`config.mk`:
```
export PLATFORM = sky130hd
export DESIGN_NAME = utf8_to_utf16_decoder
export DESIGN_NICKNAME = d
export VERILOG_FILES = /design/src/hdl/utd_pkg.sv /design/src/hdl/utd_core.sv /design/src/hdl/utf8_to_utf16_decoder.sv
export VERILOG_INCLUDE_DIRS = /design/src /design/src/hdl
export SDC_FILE = /design/constraint.sdc
export NUM_CORES = 1
export LEC_CHECK = 0
export BUFFER_PORTS_ARGS = -buffer_cell sky130_fd_sc_hd__buf_2
export CORE_MARGIN = 10
export CORE_UTILIZATION = 43
export DETAILED_ROUTE_END_ITERATION = 8
export PLACE_DENSITY = 0.65
export SYNTH_ARGS = -nofsm -noshare
export SYNTH_HDL_FRONTEND = slang
export SYNTH_SLANG_ARGS = --single-unit
```
`constraint.sdc`:
```
create_clock -name clk -period 4.7 [get_ports clk]
set_input_delay 0.47 -clock clk [delete_from_list [all_inputs] [get_ports clk]]
set_output_delay 0.47 -clock clk [all_outputs]
set_load 0.01 [all_outputs]
```
`src/hdl/assert_macros.svh`:
```
// assertion macros shared by the decoder modules
// clocked on clk, disabled while rst is high; ASSERT_OFF removes them
`ifndef ASSERT_MACROS_SVH
`define ASSERT_MACROS_SVH
`ifndef ASSERT_OFF
`define ASSERT_NOW(lbl, expr) \
  lbl: assert property (@(posedge clk) disable iff (rst) (expr)) \
    else $error("%m: check failed");
`define ASSERT_NEXT(lbl, ante, cons) \
  lbl: assert property (@(posedge clk) disable iff (rst) (ante) |=> (cons)) \
    else $error("%m: check failed");
`else
`define ASSERT_NOW(lbl, expr)
`define ASSERT_NEXT(lbl, ante, cons)
`endif
`endif

```
`src/hdl/utd_pkg.sv`:
```
// types shared by the utf-8 decoder core and its top level
// no dependencies
`timescale 1ns / 1ps

package utd_pkg;

  // output queue entries, a power of two so the pointers wrap on their own
  localparam int QUEUE_DEPTH = 4;

  typedef struct packed {
    logic [7:0] byte_in;
    logic       last_byte;
  } in_word_t;

  typedef struct packed {
    logic [20:0] unit;
    logic        last_of_run;
    logic        end_of_text;
  } out_word_t;

  // up to two output words caused by one input word
  typedef struct packed {
    logic [1:0] count;
    out_word_t  first;
    out_word_t  second;
  } step_t;

endpackage

```
`src/hdl/utd_core.sv`:
```
// decoder state and per-byte decode: pending count, accumulator, surrogate split
// depends on utd_pkg and assert_macros.svh
`timescale 1ns / 1ps
`include "assert_macros.svh"

module utd_core import utd_pkg::*; (
  input  logic     clk,
  input  logic     rst,
  input  logic     utf16_mode,
  input  logic     accept,
  input  in_word_t word,
  output step_t    step
);

  localparam logic [20:0] REPLACEMENT = 21'h00FFFD;
  localparam logic [20:0] BMP_MAX     = 21'h00FFFF;
  localparam logic [20:0] PLANE_BASE  = 21'h010000;
  localparam logic [15:0] HI_SURR     = 16'hD800;
  localparam logic [5:0]  LO_SURR_TOP = 6'b110111;

  typedef struct packed {
    logic        two;
    logic [20:0] hi;
    logic [20:0] lo;
  } split_t;

  logic [1:0]  pending;
  logic [1:0]  pending_next;
  logic [20:0] accumulator;
  logic [20:0] accumulator_next;

  logic        cont;
  logic        lead_emit;
  logic [20:0] lead_val;
  logic [1:0]  lead_pend;
  logic [20:0] lead_acc;
  logic        v1_ok;
  logic [20:0] v1;
  logic        v2_ok;
  logic [20:0] v2;
  split_t      s1;
  split_t      s2;

  function automatic split_t split_value(input logic [20:0] cp, input logic mode);
    split_t     r;
    logic [20:0] v;
    v = cp - PLANE_BASE;
    r.two = mode && (cp > BMP_MAX);
    if (r.two) begin
      r.hi = {5'b0, HI_SURR + {5'b0, v[20:10]}};
      r.lo = {5'b0, LO_SURR_TOP, v[9:0]};
    end else begin
      r.hi = cp;
      r.lo = '0;
    end
    return r;
  endfunction

  assign cont = (word.byte_in[7:6] == 2'b10);

  // lead byte decode
  always_comb begin
    lead_emit = 1'b0;
    lead_val  = '0;
    lead_pend = 2'd0;
    lead_acc  = '0;
    if (word.byte_in inside {[8'h00:8'h7F]}) begin
      lead_emit = 1'b1;
      lead_val  = {13'b0, word.byte_in};
    end else if (word.byte_in[7:5] == 3'b110) begin
      lead_pend = 2'd1;
      lead_acc  = {16'b0, word.byte_in[4:0]};
    end else if (word.byte_in[7:4] == 4'b1110) begin
      lead_pend = 2'd2;
      lead_acc  = {17'b0, word.byte_in[3:0]};
    end else if (word.byte_in[7:3] == 5'b11110) begin
      lead_pend = 2'd3;
      lead_acc  = {18'b0, word.byte_in[2:0]};
    end else begin
      lead_emit = 1'b1;
      lead_val  = REPLACEMENT;
    end
  end

  // sequence handling: first value is a finished or broken sequence,
  // second is a lead result or the partial value flushed at end of text
  always_comb begin
    v1_ok            = 1'b0;
    v1               = accumulator;
    v2_ok            = 1'b0;
    v2               = lead_val;
    pending_next     = pending;
    accumulator_next = accumulator;
    if ((pending != 2'd0) && cont) begin
      accumulator_next = {accumulator[14:0], word.byte_in[5:0]};
      pending_next     = pending - 2'd1;
      if (pending == 2'd1) begin
        v1_ok = 1'b1;
        v1    = accumulator_next;
      end
    end else begin
      if (pending != 2'd0) begin
        v1_ok            = 1'b1;
        accumulator_next = '0;
      end
      pending_next = lead_pend;
      if (lead_pend != 2'd0) begin
        accumulator_next = lead_acc;
      end
      v2_ok = lead_emit;
    end
    if (word.last_byte && (pending_next != 2'd0)) begin
      v2_ok = 1'b1;
      v2    = accumulator_next;
    end
    if (word.last_byte) begin
      pending_next     = 2'd0;
      accumulator_next = '0;
    end
  end

  assign s1 = split_value(v1, utf16_mode);
  assign s2 = split_value(v2, utf16_mode);

  // keep the first two code units
  always_comb begin
    step             = '0;
    step.first.unit  = s2.hi;
    step.second.unit = s2.lo;
    if (v1_ok) begin
      step.first.unit = s1.hi;
      if (s1.two) begin
        step.second.unit = s1.lo;
        step.count       = 2'd2;
      end else if (v2_ok) begin
        step.second.unit = s2.hi;
        step.count       = 2'd2;
      end else begin
        step.count = 2'd1;
      end
    end else if (v2_ok) begin
      step.count = s2.two ? 2'd2 : 2'd1;
    end
    step.first.last_of_run  = (step.count == 2'd1);
    step.first.end_of_text  = (step.count == 2'd1) && word.last_byte;
    step.second.last_of_run = 1'b1;
    step.second.end_of_text = word.last_byte;
  end

  always_ff @(posedge clk) begin
    if (rst) begin
      pending     <= 2'd0;
      accumulator <= '0;
    end else if (accept) begin
      pending     <= pending_next;
      accumulator <= accumulator_next;
    end
  end

  `ASSERT_NEXT(last_closes_seq, accept && word.last_byte, pending == 2'd0)
  `ASSERT_NOW(last_gives_word, !(accept && word.last_byte) || (step.count != 2'd0))
  `ASSERT_NOW(pair_marks_second, (step.count != 2'd2) || !step.first.last_of_run)
  `ASSERT_NEXT(seq_step_down, accept && (pending != 2'd0) && cont,
               (pending == $past(pending) - 2'd1) || $past(word.last_byte))

endmodule

```
`src/hdl/utf8_to_utf16_decoder.sv`:
```
// utf-8 decoder: the words of an accepted byte are registered into the output queue and leave from its head on dst
// takes one byte a cycle while src_stall is low; each byte yields zero, one or two words through the output queue
// dst moves one word a cycle while dst_stall is low, so bytes giving two words set the rate while the queue fills
// src stalls while the queue holds more than QUEUE_DEPTH-2 words
// synchronous reset clears mode, decoder state and queue
`timescale 1ns / 1ps
`include "assert_macros.svh"

module utf8_to_utf16_decoder import utd_pkg::*; (
  input  logic      clk,
  input  logic      rst,
  input  logic      cfg_write,
  input  logic      cfg_data,
  input  logic      src_valid,
  output logic      src_stall,
  input  in_word_t  src_word,
  output logic      dst_valid,
  input  logic      dst_stall,
  output out_word_t dst_word
);

  localparam int AW = $clog2(QUEUE_DEPTH);
  localparam int CW = AW + 1;

  logic            utf16_mode;
  logic            accept;
  logic            pop;
  step_t           step;
  logic [CW-1:0]   push_n;
  logic [AW-1:0]   head;
  logic [AW-1:0]   tail;
  logic [CW-1:0]   count;
  logic [CW-1:0]   count_next;
  out_word_t       queue [QUEUE_DEPTH];

  assign src_stall = (count > CW'(QUEUE_DEPTH - 2));
  assign accept    = src_valid && !src_stall;
  assign dst_valid = (count != '0);
  assign pop       = dst_valid && !dst_stall;
  assign dst_word  = queue[head];

  utd_core u_core (
    .clk        (clk),
    .rst        (rst),
    .utf16_mode (utf16_mode),
    .accept     (accept),
    .word       (src_word),
    .step       (step)
  );

  assign push_n     = accept ? CW'(step.count) : '0;
  assign count_next = count + push_n - CW'(pop);

  always_ff @(posedge clk) begin
    if (rst) begin
      utf16_mode <= 1'b0;
    end else if (cfg_write) begin
      utf16_mode <= cfg_data;
    end
  end

  always_ff @(posedge clk) begin
    if (rst) begin
      head  <= '0;
      tail  <= '0;
      count <= '0;
    end else begin
      head  <= head + AW'(pop);
      tail  <= tail + push_n[AW-1:0];
      count <= count_next;
    end
  end

  always_ff @(posedge clk) begin
    if (accept && (step.count != 2'd0)) begin
      queue[tail] <= step.first;
    end
    if (accept && (step.count == 2'd2)) begin
      queue[tail + AW'(1)] <= step.second;
    end
  end

  `ASSERT_NOW(queue_bound, count <= CW'(QUEUE_DEPTH))
  `ASSERT_NEXT(count_tracks, 1'b1,
               count == $past(count) + $past(push_n) - CW'($past(pop)))
  `ASSERT_NEXT(push_shows, accept && (step.count != 2'd0), dst_valid)

endmodule
```
==> run_results.csv, run 1 <==
group,metric,value,unit
clock_network,clock_sink_count,123,
sta,slew_viol_final,0,
detailed_routing,drt_iter0_markers,879,
setup_path,critPathRequiredTime,5.00,ns
clock_network,worst_skew_pair.late_latency,0.44,ns
grt,grt_usage,20.7,%
synth,synth-warning-count,0,
setup_path,setup.worst_path.class,"reg2reg",
die,num_io_pins,40,
sta,timing.final.crit_share,86.9,%
cells_and_area,antenna_cells,0,
cells_and_area,finish.utilization,48.7,%
grt,grt_antenna_before_repair,0,
setup_path,cp-end-kind,"flip-flop",
synth,primary_ff_master_synth,"sky130_fd_sc_hd__edfxtp_1",
clock_network,cts-hold-fix-buffers,0,
die,dieHeight,158,um
outcome,run_status,"finished, final reports clean",
power_and_ir_drop,power-per-cell-area,393,nW/um^2
sta,grt_setup_unrepaired,"false",
clock_network,tritoncts.num_buffers,17,
die,num_rows,50,
synth,avgSynthCellArea,9.65,sq um
die,die_width,158,um
clock_network,cts_tree,"yes",
grt,grt_pass1_wl,39600,um
place,post-place-cells,1073,
die,die_area,24900,sq um
place,io_buffer_count,39,
place,routabilityCongestion,0.962,
synth,ys_types,88,
sta,final-setup-viol-count,0,
grt,gr-total-overflow,0,
synth,syn-num-nets,872,
setup_path,worst-endpoint-arrival,4.38,ns
detailed_routing,detailedRoute.firstPassIterationCount,6,
detailed_routing,wirelength,25500,um
clock_network,clock_tree.htree_level_count,4,
hold_path,class_of_the_tightest_hold_or_removal_check,"in2reg",
grt,first_global_vias,6675,
cells_and_area,synth_to_layout_area_growth,11.6,%
cells_and_area,finish.net_count,884,
sta,setup-tns-final,0,ns
sta,worst_setup_margin,0.617,ns
place,place_worst_setup_slack,0.433,ns
clock_network,ctsResizeCount,0,
detailed_routing,detail_route.drc_violations,0,
synth,synth-seq-area-share,41.0,%
clock_network,maximum_root_to_sink_buffer_count,2,
grt,grt_start_max_net_pins,32,
sta,fmax,0.245,GHz
sta,slew_of_the_pin_with_the_lowest_slew_margin,1.02,ns
synth,netlist_area,8160,sq um
clock_network,post_cts_setup_driven_buffer_insertion_count,0,
detailed_routing,residual_antenna_violating_net_count_after_detailed_routing,0,
detailed_routing,wire_per_inst,23.1,um
synth,post_synthesis_async_set_or_reset_flop_share,0,%
synth,postSynthRegisterBits,123,
power_and_ir_drop,largest_voltage_drop_on_the_vdd_net,0.283,mV
die,core_area,18700,sq um
sta,skew,0.0141,ns
synth,synth-edff-count,88,
sta,timing.final.crit_period,4.08,ns
die,start_util,43.6,%
power_and_ir_drop,p_leak,3.14,nW
sta,timing_hold_violations_final,0,
clock_network,clkTransAtPathRegs,0.06,ns
cells_and_area,instances_no_fill,1105,
cells_and_area,fill_cells,1733,
sta,worst_slew_margin_rel,31.7,%
setup_path,worst-path-max-fanout,23,
clock_network,clockRootBuffer,"sky130_fd_sc_hd__clkbuf_16",
place,dp_hpwl,17700,um
detailed_routing,detail_route.vias_per_cell,6.45,
detailed_routing,num_vias,7122,
setup_path,critPathLaunchType,"flip-flop",
cells_and_area,post_route_cells_drive_above_1_share,18.5,%
synth,syn_inst,846,
run,drv_cap,0,
==> cell type report <==
type / count / area [sq um] / share of cell area (%)
multi-input cells: 633 / 4380 / 48.1
flip-flops and latches: 123 / 3340 / 36.7
repair buffers: 72 / 468 / 5.14
clock buffers: 18 / 429 / 4.71
well taps: 234 / 293 / 3.22
clock inverters: 14 / 146 / 1.61
inverters: 11 / 41.3 / 0.453
==> layout by cell type (no fill, tap or decap), types with 22 or more instances in the layout <==
master	netlist	final
sky130_fd_sc_hd__nand2_1	99	99
sky130_fd_sc_hd__edfxtp_1	88	88
sky130_fd_sc_hd__nor2_1	69	69
sky130_fd_sc_hd__o22ai_1	55	55
sky130_fd_sc_hd__a21oi_1	46	46
sky130_fd_sc_hd__o21ai_0	39	39
sky130_fd_sc_hd__buf_2	25	39
sky130_fd_sc_hd__dfxtp_1	35	34
sky130_fd_sc_hd__a22oi_1	32	32
sky130_fd_sc_hd__mux2i_1	31	31
sky130_fd_sc_hd__buf_4	4	31
sky130_fd_sc_hd__mux4_2	23	23
sky130_fd_sc_hd__o21ai_1	23	22
==> critical path, cell delays in order (launching register included) <==
cell and delay [ns]:
sky130_fd_sc_hd__dfxtp_1 0.36, sky130_fd_sc_hd__inv_1 0.06, sky130_fd_sc_hd__ha_2 0.32, sky130_fd_sc_hd__nor4bb_1 0.37
sky130_fd_sc_hd__a2111oi_2 0.12, sky130_fd_sc_hd__o21a_2 0.31, sky130_fd_sc_hd__nand2b_1 0.23, sky130_fd_sc_hd__ha_1 0.20
sky130_fd_sc_hd__o2111ai_1 0.21, sky130_fd_sc_hd__o31ai_4 0.32, sky130_fd_sc_hd__o21ai_4 0.08, sky130_fd_sc_hd__o21ai_0 0.22
sky130_fd_sc_hd__and2_1 0.20, sky130_fd_sc_hd__ha_1 0.16, sky130_fd_sc_hd__inv_1 0.05, sky130_fd_sc_hd__fa_1 0.37
sky130_fd_sc_hd__xnor2_1 0.18, sky130_fd_sc_hd__xnor2_1 0.14, sky130_fd_sc_hd__nor2_1 0.05
==> synth_stat cells, drive strengths merged (10+ instances only) <==
library cell / count / area (sq um)
a21oi: 46 / 230
a22oi: 32 / 240
a31oi: 10 / 68.8
and2: 14 / 87.6
buf: 39 / 253
clkbuf: 40 / 150
dfxtp: 35 / 701
edfxtp: 88 / 2640
ha: 10 / 125
inv: 11 / 41.3
mux2i: 31 / 310
mux4: 23 / 518
nand2: 100 / 378
nand3: 19 / 105
nor2: 70 / 265
nor3: 17 / 90.1
o21ai: 63 / 327
o22ai: 55 / 344
==> layer usage <==
layer	part of all wire, %	vias up	GRT usage [%]	wire [um]
met4	2.3	0	7.03	597
met3	8.1	55	4.53	2080
li1	-	3265	-	-
met1	43	3427	28.0	11100
met2	46	375	32.0	11800
met5	0	-	0	0
==> per-stage QoR <==
| stage | hold WS, ns | instance area [sq um] | power [mW] |
|---|---|---|---|
| finish | 0.278 | 9110 | 3.58 |
| CTS | 0.274 | 9100 | 3.60 |
| floorplan | 0.452 | 8160 | 2.01 |
| detailed placement | 0.476 | 8530 | 2.33 |
| global placement | 0.470 | 8530 | 2.31 |
| global route | 0.319 | 9110 | 3.75 |
==> power by group <==
group          total, mW  internal (mW)  leakage [nW]  switching (mW)
registers           1.39           1.29          1.16           0.101
clock network       1.28          0.779         0.278           0.505
logic              0.909          0.403          1.71           0.506
==> registers in the layout, indices dropped and copies added, names as in the netlist <==
register            cells
head                    2
u_core.pending          2
utf16_mode              1
queue                  92
u_core.accumulator     21
count                   3
tail                    2
==> final timing paths <==
check	slack, ns	endpoint	start	cells after the start
worst max-delay path	0.62	count[2]$_SDFF_PP0_	u_core.pending[0]$_SDFFE_PP0P_	18
worst min-delay path	0.28	utf16_mode$_SDFFE_PP0P_	cfg_data	3
worst max register to register	0.62	count[2]$_SDFF_PP0_	u_core.pending[0]$_SDFFE_PP0P_	18
worst min register to register	0.50	queue[1][1]$_SDFFE_PP1N_	queue[1][1]$_SDFFE_PP1N_	2
==> logic make-up (layout without fill, tap and decap cells) <==
group / count (synthesis) / count (layout) / share of synthesized area (%)
compound gates: 281 / 281 / 23.6
xor+xnor: 10 / 10 / 1.07
fa+ha+maj: 11 / 11 / 1.78
buf+inv: 90 / 115 / 5.44
flops: 123 / 123 / 41.0
mux: 61 / 61 / 11.1
simple gates: 270 / 270 / 16.1
Note: power is estimated with default switching activity, not from simulation.
==> inputs of run 2 (changes only) <==
- ABC_AREA: default -> 1
==> run_results.csv, run 2 <==
group,metric,value,unit
cells_and_area,layout_commonest_cell,"sky130_fd_sc_hd__nand2_1",
clock_network,cts-hold-fix-buffers,0,
run,drv_cap,0,
power_and_ir_drop,switchingPower,1.32,mW
synth,postSynthRegisterBits,123,
cells_and_area,largest_reg_flops,92,
outcome,run_status,"finished, final reports clean",
cells_and_area,finish.utilization,48.7,%
sta,fmax,0.231,GHz
sta,worst_slew_margin_rel,48.5,%
place,dp_hpwl,18300,um
clock_network,clkTransAtPathRegs,0.06,ns
synth,synth-edff-count,88,
sta,timing.final.crit_share,92.1,%
detailed_routing,wire_per_inst,17.9,um
power_and_ir_drop,share_seq_of_total_power,35.6,%
cells_and_area,finish.net_count,1207,
detailed_routing,num_vias,8023,
power_and_ir_drop,power_frac_clock,36.4,%
detailed_routing,detail_route.vias_per_cell,5.62,
clock_network,maximum_root_to_sink_buffer_count,2,
clock_network,tritoncts.num_buffers,17,
grt,grt_start_max_net_pins,47,
sta,final-setup-viol-count,0,
power_and_ir_drop,pwr-share-comb,28.0,%
clock_network,clockRootBuffer,"sky130_fd_sc_hd__clkbuf_16",
sta,slew_of_the_pin_with_the_lowest_slew_margin,0.765,ns
sta,setup-tns-final,0,ns
synth,top_cells_by_area_synth,"sky130_fd_sc_hd__edfxtp_1 (32%), sky130_fd_sc_hd__nand2_1 (16%), sky130_fd_sc_hd__dfxtp_1 (8.6%)",
synth,netlist_area,8160,sq um
sta,grt_setup_unrepaired,"false",
hold_path,class_of_the_tightest_hold_or_removal_check,"in2reg",
detailed_routing,detailedRoute.firstPassIterationCount,5,
detailed_routing,drt_iter0_markers,835,
clock_network,worst_skew_pair.late_latency,0.44,ns
sta,timing_hold_violations_final,0,
synth,ys_types,42,
synth,synth_area_leader_cell,"sky130_fd_sc_hd__edfxtp_1",
synth,synthMostInstantiatedCell,"sky130_fd_sc_hd__nand2_1",
die,core_area,18700,sq um
power_and_ir_drop,largest_voltage_drop_on_the_vdd_net,0.245,mV
power_and_ir_drop,power.internal,2.48,mW
setup_path,critPathRequiredTime,5.00,ns
place,routabilityCongestion,0.989,
synth,syn_inst,1158,
clock_network,clock_sink_count,123,
cells_and_area,antenna_cells,0,
power_and_ir_drop,power.switching_fraction,34.7,%
die,num_rows,50,
grt,first_global_vias,7315,
synth,primary_ff_master_synth,"sky130_fd_sc_hd__edfxtp_1",
sta,skew,0.0122,ns
cells_and_area,post_route_cells_drive_above_1_share,11.0,%
power_and_ir_drop,power-per-cell-area,418,nW/um^2
die,die_area,24900,sq um
place,io_buffer_count,39,
cells_and_area,most_frequent_cells_in_the_layout,"sky130_fd_sc_hd__nand2_1 (351), sky130_fd_sc_hd__nor2_1 (157), sky130_fd_sc_hd__o21ai_0 (106)",
setup_path,worst-endpoint-arrival,4.63,ns
clock_network,clock_tree.htree_level_count,4,
synth,synth.cells.most_frequent,"sky130_fd_sc_hd__nand2_1 (351), sky130_fd_sc_hd__nor2_1 (158), sky130_fd_sc_hd__o21ai_0 (106)",
synth,syn-num-nets,1184,
synth,post_synthesis_async_set_or_reset_flop_share,0,%
grt,grt_pass1_wl,41000,um
power_and_ir_drop,p_leak,3.93,nW
setup_path,worst-path-max-fanout,17,
clock_network,cts_tree,"yes",
die,start_util,43.6,%
grt,grt_usage,20.9,%
synth,post-synth-top-area-fraction,32.4,%
setup_path,cp-end-kind,"flip-flop",
cells_and_area,register_name_with_the_most_flops,"queue",
setup_path,setup.worst_path.class,"reg2reg",
cells_and_area,synth_to_layout_area_growth,11.5,%
synth,avgSynthCellArea,7.05,sq um
sta,timing.final.crit_period,4.33,ns
die,die_width,158,um
detailed_routing,wirelength,25500,um
die,dieHeight,158,um
grt,grt_antenna_before_repair,0,
sta,slew_viol_final,0,
cells_and_area,biggestRegsByFlops,"queue (92), u_core.accumulator (21), count (3)",
detailed_routing,residual_antenna_violating_net_count_after_detailed_routing,0,
synth,synth-seq-area-share,41.0,%
synth,synth-warning-count,0,
setup_path,critPathLaunchType,"flip-flop",
detailed_routing,detail_route.drc_violations,0,
die,num_io_pins,40,
grt,gr-total-overflow,0,
-- run 2: cell types whose count changed in the layout (fill, tap and decap cells not counted), sizes merged, moves of 17 or more --
cell and change:
nand2 +258, nor2 +95, inv +88, nand3 +83, o21ai +59, a22oi -31, mux2i -30, o22ai -28
mux4 -23, a21oi +17
-- run 2: layout make-up --
cell class / instances / area [sq um]
inverter: 98 / 373
tap: 234 / 293
fill: 1916 / 9600
multi-input combinational: 878 / 4100
clock inverter: 15 / 189
clock buffer: 17 / 425
sequential: 123 / 3340
timing repair buffer: 63 / 375
-- run 2: cell families (layout without fill, tap and decap cells) --
family	Yosys count	count (layout)	share of synthesized area [%]
AOI/OAI and AO/OA	218	218	14.1
xor gates and xnor gates	9	9	0.965
adders and majority gates	11	11	1.78
buffers and inverters	157	193	8.81
DFF	123	123	41.0
muxes	1	1	0.123
and+or+nand+nor	639	639	33.3
-- run 2: worst max-delay path, stage by stage, from the launching register on --
cell	delay, ns
sky130_fd_sc_hd__dfxtp_1	0.38
sky130_fd_sc_hd__inv_1	0.06
sky130_fd_sc_hd__ha_1	0.24
sky130_fd_sc_hd__inv_4	0.09
sky130_fd_sc_hd__nand3_4	0.21
sky130_fd_sc_hd__nor2_1	0.19
sky130_fd_sc_hd__nor2_1	0.08
sky130_fd_sc_hd__nand2_2	0.22
sky130_fd_sc_hd__nand2_2	0.27
sky130_fd_sc_hd__nand2_2	0.32
sky130_fd_sc_hd__nand2_1	0.22
sky130_fd_sc_hd__nor2_1	0.18
sky130_fd_sc_hd__nand3_1	0.11
sky130_fd_sc_hd__o21ai_2	0.21
sky130_fd_sc_hd__nand2_4	0.12
sky130_fd_sc_hd__nand2_4	0.13
sky130_fd_sc_hd__nand2_8	0.11
sky130_fd_sc_hd__ha_1	0.34
sky130_fd_sc_hd__fa_1	0.44
sky130_fd_sc_hd__xor2_1	0.17
sky130_fd_sc_hd__inv_1	0.06
sky130_fd_sc_hd__nor2_1	0.03
-- run 2: metrics by stage --
step | hold WS [ns] | cells | power (mW) | setup slack (ns) | area, sq um
6_report | 0.277 | 1428 | 3.81 | 0.373 | 9100
5_1_grt | 0.284 | 1428 | 4.01 | 0.00155 | 9100
4_1_cts | 0.271 | 1426 | 3.83 | 0.353 | 9080
3_5_place_dp | 0.456 | 1394 | 2.45 | 0.363 | 8470
3_3_place_gp | 0.452 | 1394 | 2.44 | 0.485 | 8470
2_1_floorplan | 0.437 | 1158 | 2.07 | 1.10 | 8160
-- run 2: layer usage --
metal	GRT usage, %	part of all wire (%)
met5	0	0
met3	4.56	8.8
met2	31.4	45
met4	6.86	1.7
met1	29.1	45
-- run 2: what timing repair did --
action                     in CTS  in global routing
resized for setup               0                  1
setup buffers                   0                  2
setup endpoints to repair       0                 68
-- run 2: worst paths after layout --
check	from	slack, ns	cells past startpoint	end
setup reg to reg	u_core.pending[0]$_SDFFE_PP0P_	0.37	21	count[2]$_SDFF_PP0_
hold / removal	cfg_data	0.28	3	utf16_mode$_SDFFE_PP0P_
setup / recovery	u_core.pending[0]$_SDFFE_PP0P_	0.37	21	count[2]$_SDFF_PP0_
hold reg to reg	u_core.pending[1]$_SDFFE_PP0P_	0.47	2	u_core.pending[1]$_SDFFE_PP0P_
-- run 2: power by group through the flow --
stage	clock network, mW	registers (mW)	logic, mW
global placement	0	1.37	1.07
floorplan	0	1.36	0.719
global route	1.44	1.37	1.20
finish	1.39	1.35	1.06
CTS	1.40	1.35	1.08
detailed placement	0	1.38	1.07
==> inputs of run 3 (changes only) <==
- CORE_MARGIN: 10 -> 1.5
==> run_results.csv, run 3 (same netlist as run 2, synthesis figures left out) <==
group,metric,value,unit
cells_and_area,finish.net_count,1203,
die,start_util,43.8,%
cells_and_area,biggestRegsByFlops,"queue (92), u_core.accumulator (21), count (3)",
power_and_ir_drop,p_leak,3.88,nW
die,num_io_pins,40,
place,routabilityCongestion,0.943,
power_and_ir_drop,power.internal,2.42,mW
setup_path,crit_path_frequent_cell,"sky130_fd_sc_hd__nor2_1",
clock_network,clkTransAtPathRegs,0.06,ns
cells_and_area,antenna_cells,0,
sta,timing.final.crit_share,90.5,%
clock_network,post_cts_setup_driven_buffer_insertion_count,0,
sta,worst_slew_margin_rel,49.7,%
sta,fmax,0.235,GHz
setup_path,rrSetupSlack,0.45,ns
power_and_ir_drop,largest_voltage_drop_on_the_vdd_net,0.257,mV
die,core_area,18600,sq um
die,die_area,19800,sq um
detailed_routing,detail_route.vias_per_cell,5.55,
setup_path,reg2reg_depth,23,
run,drv_cap,0,
detailed_routing,wire_per_inst,17.1,um
setup_path,crit_path_max_incr_delay,0.37,ns
grt,grt_start_max_net_pins,49,
grt,grt_usage,25.2,%
setup_path,cp_num_cells,23,
cells_and_area,finish.utilization,48.6,%
clock_network,clock_sink_count,123,
detailed_routing,num_vias,7897,
setup_path,critical-path-slowest-cell,"sky130_fd_sc_hd__dfxtp_1",
setup_path,cp-end-kind,"flip-flop",
detailed_routing,residual_antenna_violating_net_count_after_detailed_routing,0,
power_and_ir_drop,power.switching_fraction,34.7,%
detailed_routing,wirelength,24400,um
clock_network,clock_tree.htree_level_count,4,
cells_and_area,post_route_cells_drive_above_1_share,10.4,%
power_and_ir_drop,finalPower,3.71,mW
sta,timing.final.crit_period,4.25,ns
setup_path,critPathLaunchType,"flip-flop",
sta,timing_hold_violations_final,0,
place,io_buffer_count,39,
power_and_ir_drop,pwr-share-comb,28.9,%
clock_network,tritoncts.num_buffers,17,
hold_path,class_of_the_tightest_hold_or_removal_check,"in2reg",
sta,skew,0.0145,ns
cells_and_area,register_name_with_the_most_flops,"queue",
setup_path,worst-endpoint-arrival,4.35,ns
clock_network,maximum_root_to_sink_buffer_count,2,
clock_network,worst_skew_pair.late_latency,0.44,ns
detailed_routing,detail_route.drc_violations,0,
place,dp_hpwl,17500,um
sta,setup-tns-final,0,ns
setup_path,critPathRequiredTime,4.79,ns
cells_and_area,synth_to_layout_area_growth,10.9,%
die,die_width,141,um
cells_and_area,layout_commonest_cell,"sky130_fd_sc_hd__nand2_1",
grt,gr-total-overflow,0,
power_and_ir_drop,switchingPower,1.29,mW
cells_and_area,largest_reg_flops,92,
setup_path,worst-path-max-fanout,22,
sta,slew_viol_final,0,
die,dieHeight,141,um
detailed_routing,drt_iter0_markers,651,
setup_path,critical-path-top-delay-family,"simple AND/OR/NAND/NOR gates",
cells_and_area,fill_cells,1907,
power_and_ir_drop,share_seq_of_total_power,36.2,%
setup_path,path_cells,"inv_1, ha_1, inv_4, nand3_4, nor2_1, nor2_1, nand2_2, nand2_2, nor2_1, inv_1, ha_1, nand3_1, nor2_1, nand3_1, nor2_1, nor2_2, nand2_4, nand2_4, nand2_8, nor2_8, inv_2, nand2_1, buf_4",
grt,first_global_vias,7100,
sta,slew_of_the_pin_with_the_lowest_slew_margin,0.753,ns
power_and_ir_drop,power_frac_clock,34.9,%
setup_path,setup.worst_path.class,"reg2reg",
die,num_rows,50,
setup_path,critical_path_buf_inv_count,5,
outcome,run_status,"finished, final reports clean",
sta,grt_setup_unrepaired,"false",
clock_network,cts_tree,"yes",
clock_network,cts-hold-fix-buffers,0,
detailed_routing,detailedRoute.firstPassIterationCount,5,
power_and_ir_drop,power-per-cell-area,409,nW/um^2
clock_network,clockRootBuffer,"sky130_fd_sc_hd__clkbuf_16",
grt,grt_pass1_wl,39000,um
clock_network,ctsResizeCount,0,
hold_path,timing.hold.worst_path_depth,3,
cells_and_area,most_frequent_cells_in_the_layout,"sky130_fd_sc_hd__nand2_1 (351), sky130_fd_sc_hd__nor2_1 (158), sky130_fd_sc_hd__o21ai_0 (106)",
grt,grt_antenna_before_repair,0,
sta,final-setup-viol-count,0,
run 3: cell count changes in the layout (fill, tap and decap cells not counted):
cell / delta
sky130_fd_sc_hd__buf_4: -6
sky130_fd_sc_hd__clkinvlp_4: +4
sky130_fd_sc_hd__buf_12: +2
sky130_fd_sc_hd__clkinv_4: -2
sky130_fd_sc_hd__inv_6: -2
sky130_fd_sc_hd__bufinv_16: -1
sky130_fd_sc_hd__clkbuf_1: +1
sky130_fd_sc_hd__clkinv_1: +1
sky130_fd_sc_hd__inv_8: -1
sky130_fd_sc_hd__nor2_1: +1
sky130_fd_sc_hd__nor2_2: -1
run 3: path summary, 6_finish.rpt:
check                                                    start                             end
worst max-delay path            u_core.pending[0]$_SDFFE_PP0P_          queue[3][22]$_DFFE_PP_
worst min-delay path                                  cfg_data         utf16_mode$_SDFFE_PP0P_
worst max register to register  u_core.pending[0]$_SDFFE_PP0P_          queue[3][22]$_DFFE_PP_
worst min register to register  u_core.pending[1]$_SDFFE_PP0P_  u_core.pending[1]$_SDFFE_PP0P_
run 3: power groups by stage:
stage	combinational (mW)	clock [mW]	sequential (mW)
global route	1.20	1.35	1.35
CTS	1.08	1.31	1.34
floorplan	0.719	0	1.36
finish	1.07	1.29	1.34
global placement	1.06	0	1.36
detailed placement	1.07	0	1.36
run 3: final cells by class:
class                           count  area, sq um  area share [%]
Clock buffer                       18          429            4.74
Clock inverter                     14          146            1.62
Inverter                           98          373            4.12
Multi-Input combinational cell    878         4100            45.3
Sequential cell                   123         3340            36.9
Tap cell                          234          293            3.23
Timing Repair Buffer               59          370            4.09
run 3: per-layer routing:
metal	GRT usage, %	vias up	wire (um)
met5	0	-	0
met4	8.28	0	476
met3	3.60	40	1620
met2	40.0	280	11100
met1	35.6	3705	11200
li1	-	3872	-
run 3: worst register-to-register path, stage by stage, from the launching register on:
cell,delay [ns]
sky130_fd_sc_hd__dfxtp_1,0.37
sky130_fd_sc_hd__inv_1,0.06
sky130_fd_sc_hd__ha_1,0.23
sky130_fd_sc_hd__inv_4,0.09
sky130_fd_sc_hd__nand3_4,0.20
sky130_fd_sc_hd__nor2_1,0.19
sky130_fd_sc_hd__nor2_1,0.08
sky130_fd_sc_hd__nand2_2,0.22
sky130_fd_sc_hd__nand2_2,0.23
sky130_fd_sc_hd__nor2_1,0.25
sky130_fd_sc_hd__inv_1,0.12
sky130_fd_sc_hd__ha_1,0.21
sky130_fd_sc_hd__nand3_1,0.08
sky130_fd_sc_hd__nor2_1,0.04
sky130_fd_sc_hd__nand3_1,0.07
sky130_fd_sc_hd__nor2_1,0.05
sky130_fd_sc_hd__nor2_2,0.14
sky130_fd_sc_hd__nand2_4,0.15
sky130_fd_sc_hd__nand2_4,0.16
sky130_fd_sc_hd__nand2_8,0.12
sky130_fd_sc_hd__nor2_8,0.30
sky130_fd_sc_hd__inv_2,0.13
sky130_fd_sc_hd__nand2_1,0.08
sky130_fd_sc_hd__buf_4,0.34
run 3: per-stage QoR:
stage	instance area [sq um]	setup WS, ns	hold slack [ns]	std cells
finish	9060	0.445	0.284	1424
detailed placement	8480	0.512	0.453	1392
global placement	8480	0.596	0.452	1392
floorplan	8160	1.10	0.437	1158
CTS	9060	0.496	0.284	1424
global route	9060	0.0523	0.324	1424
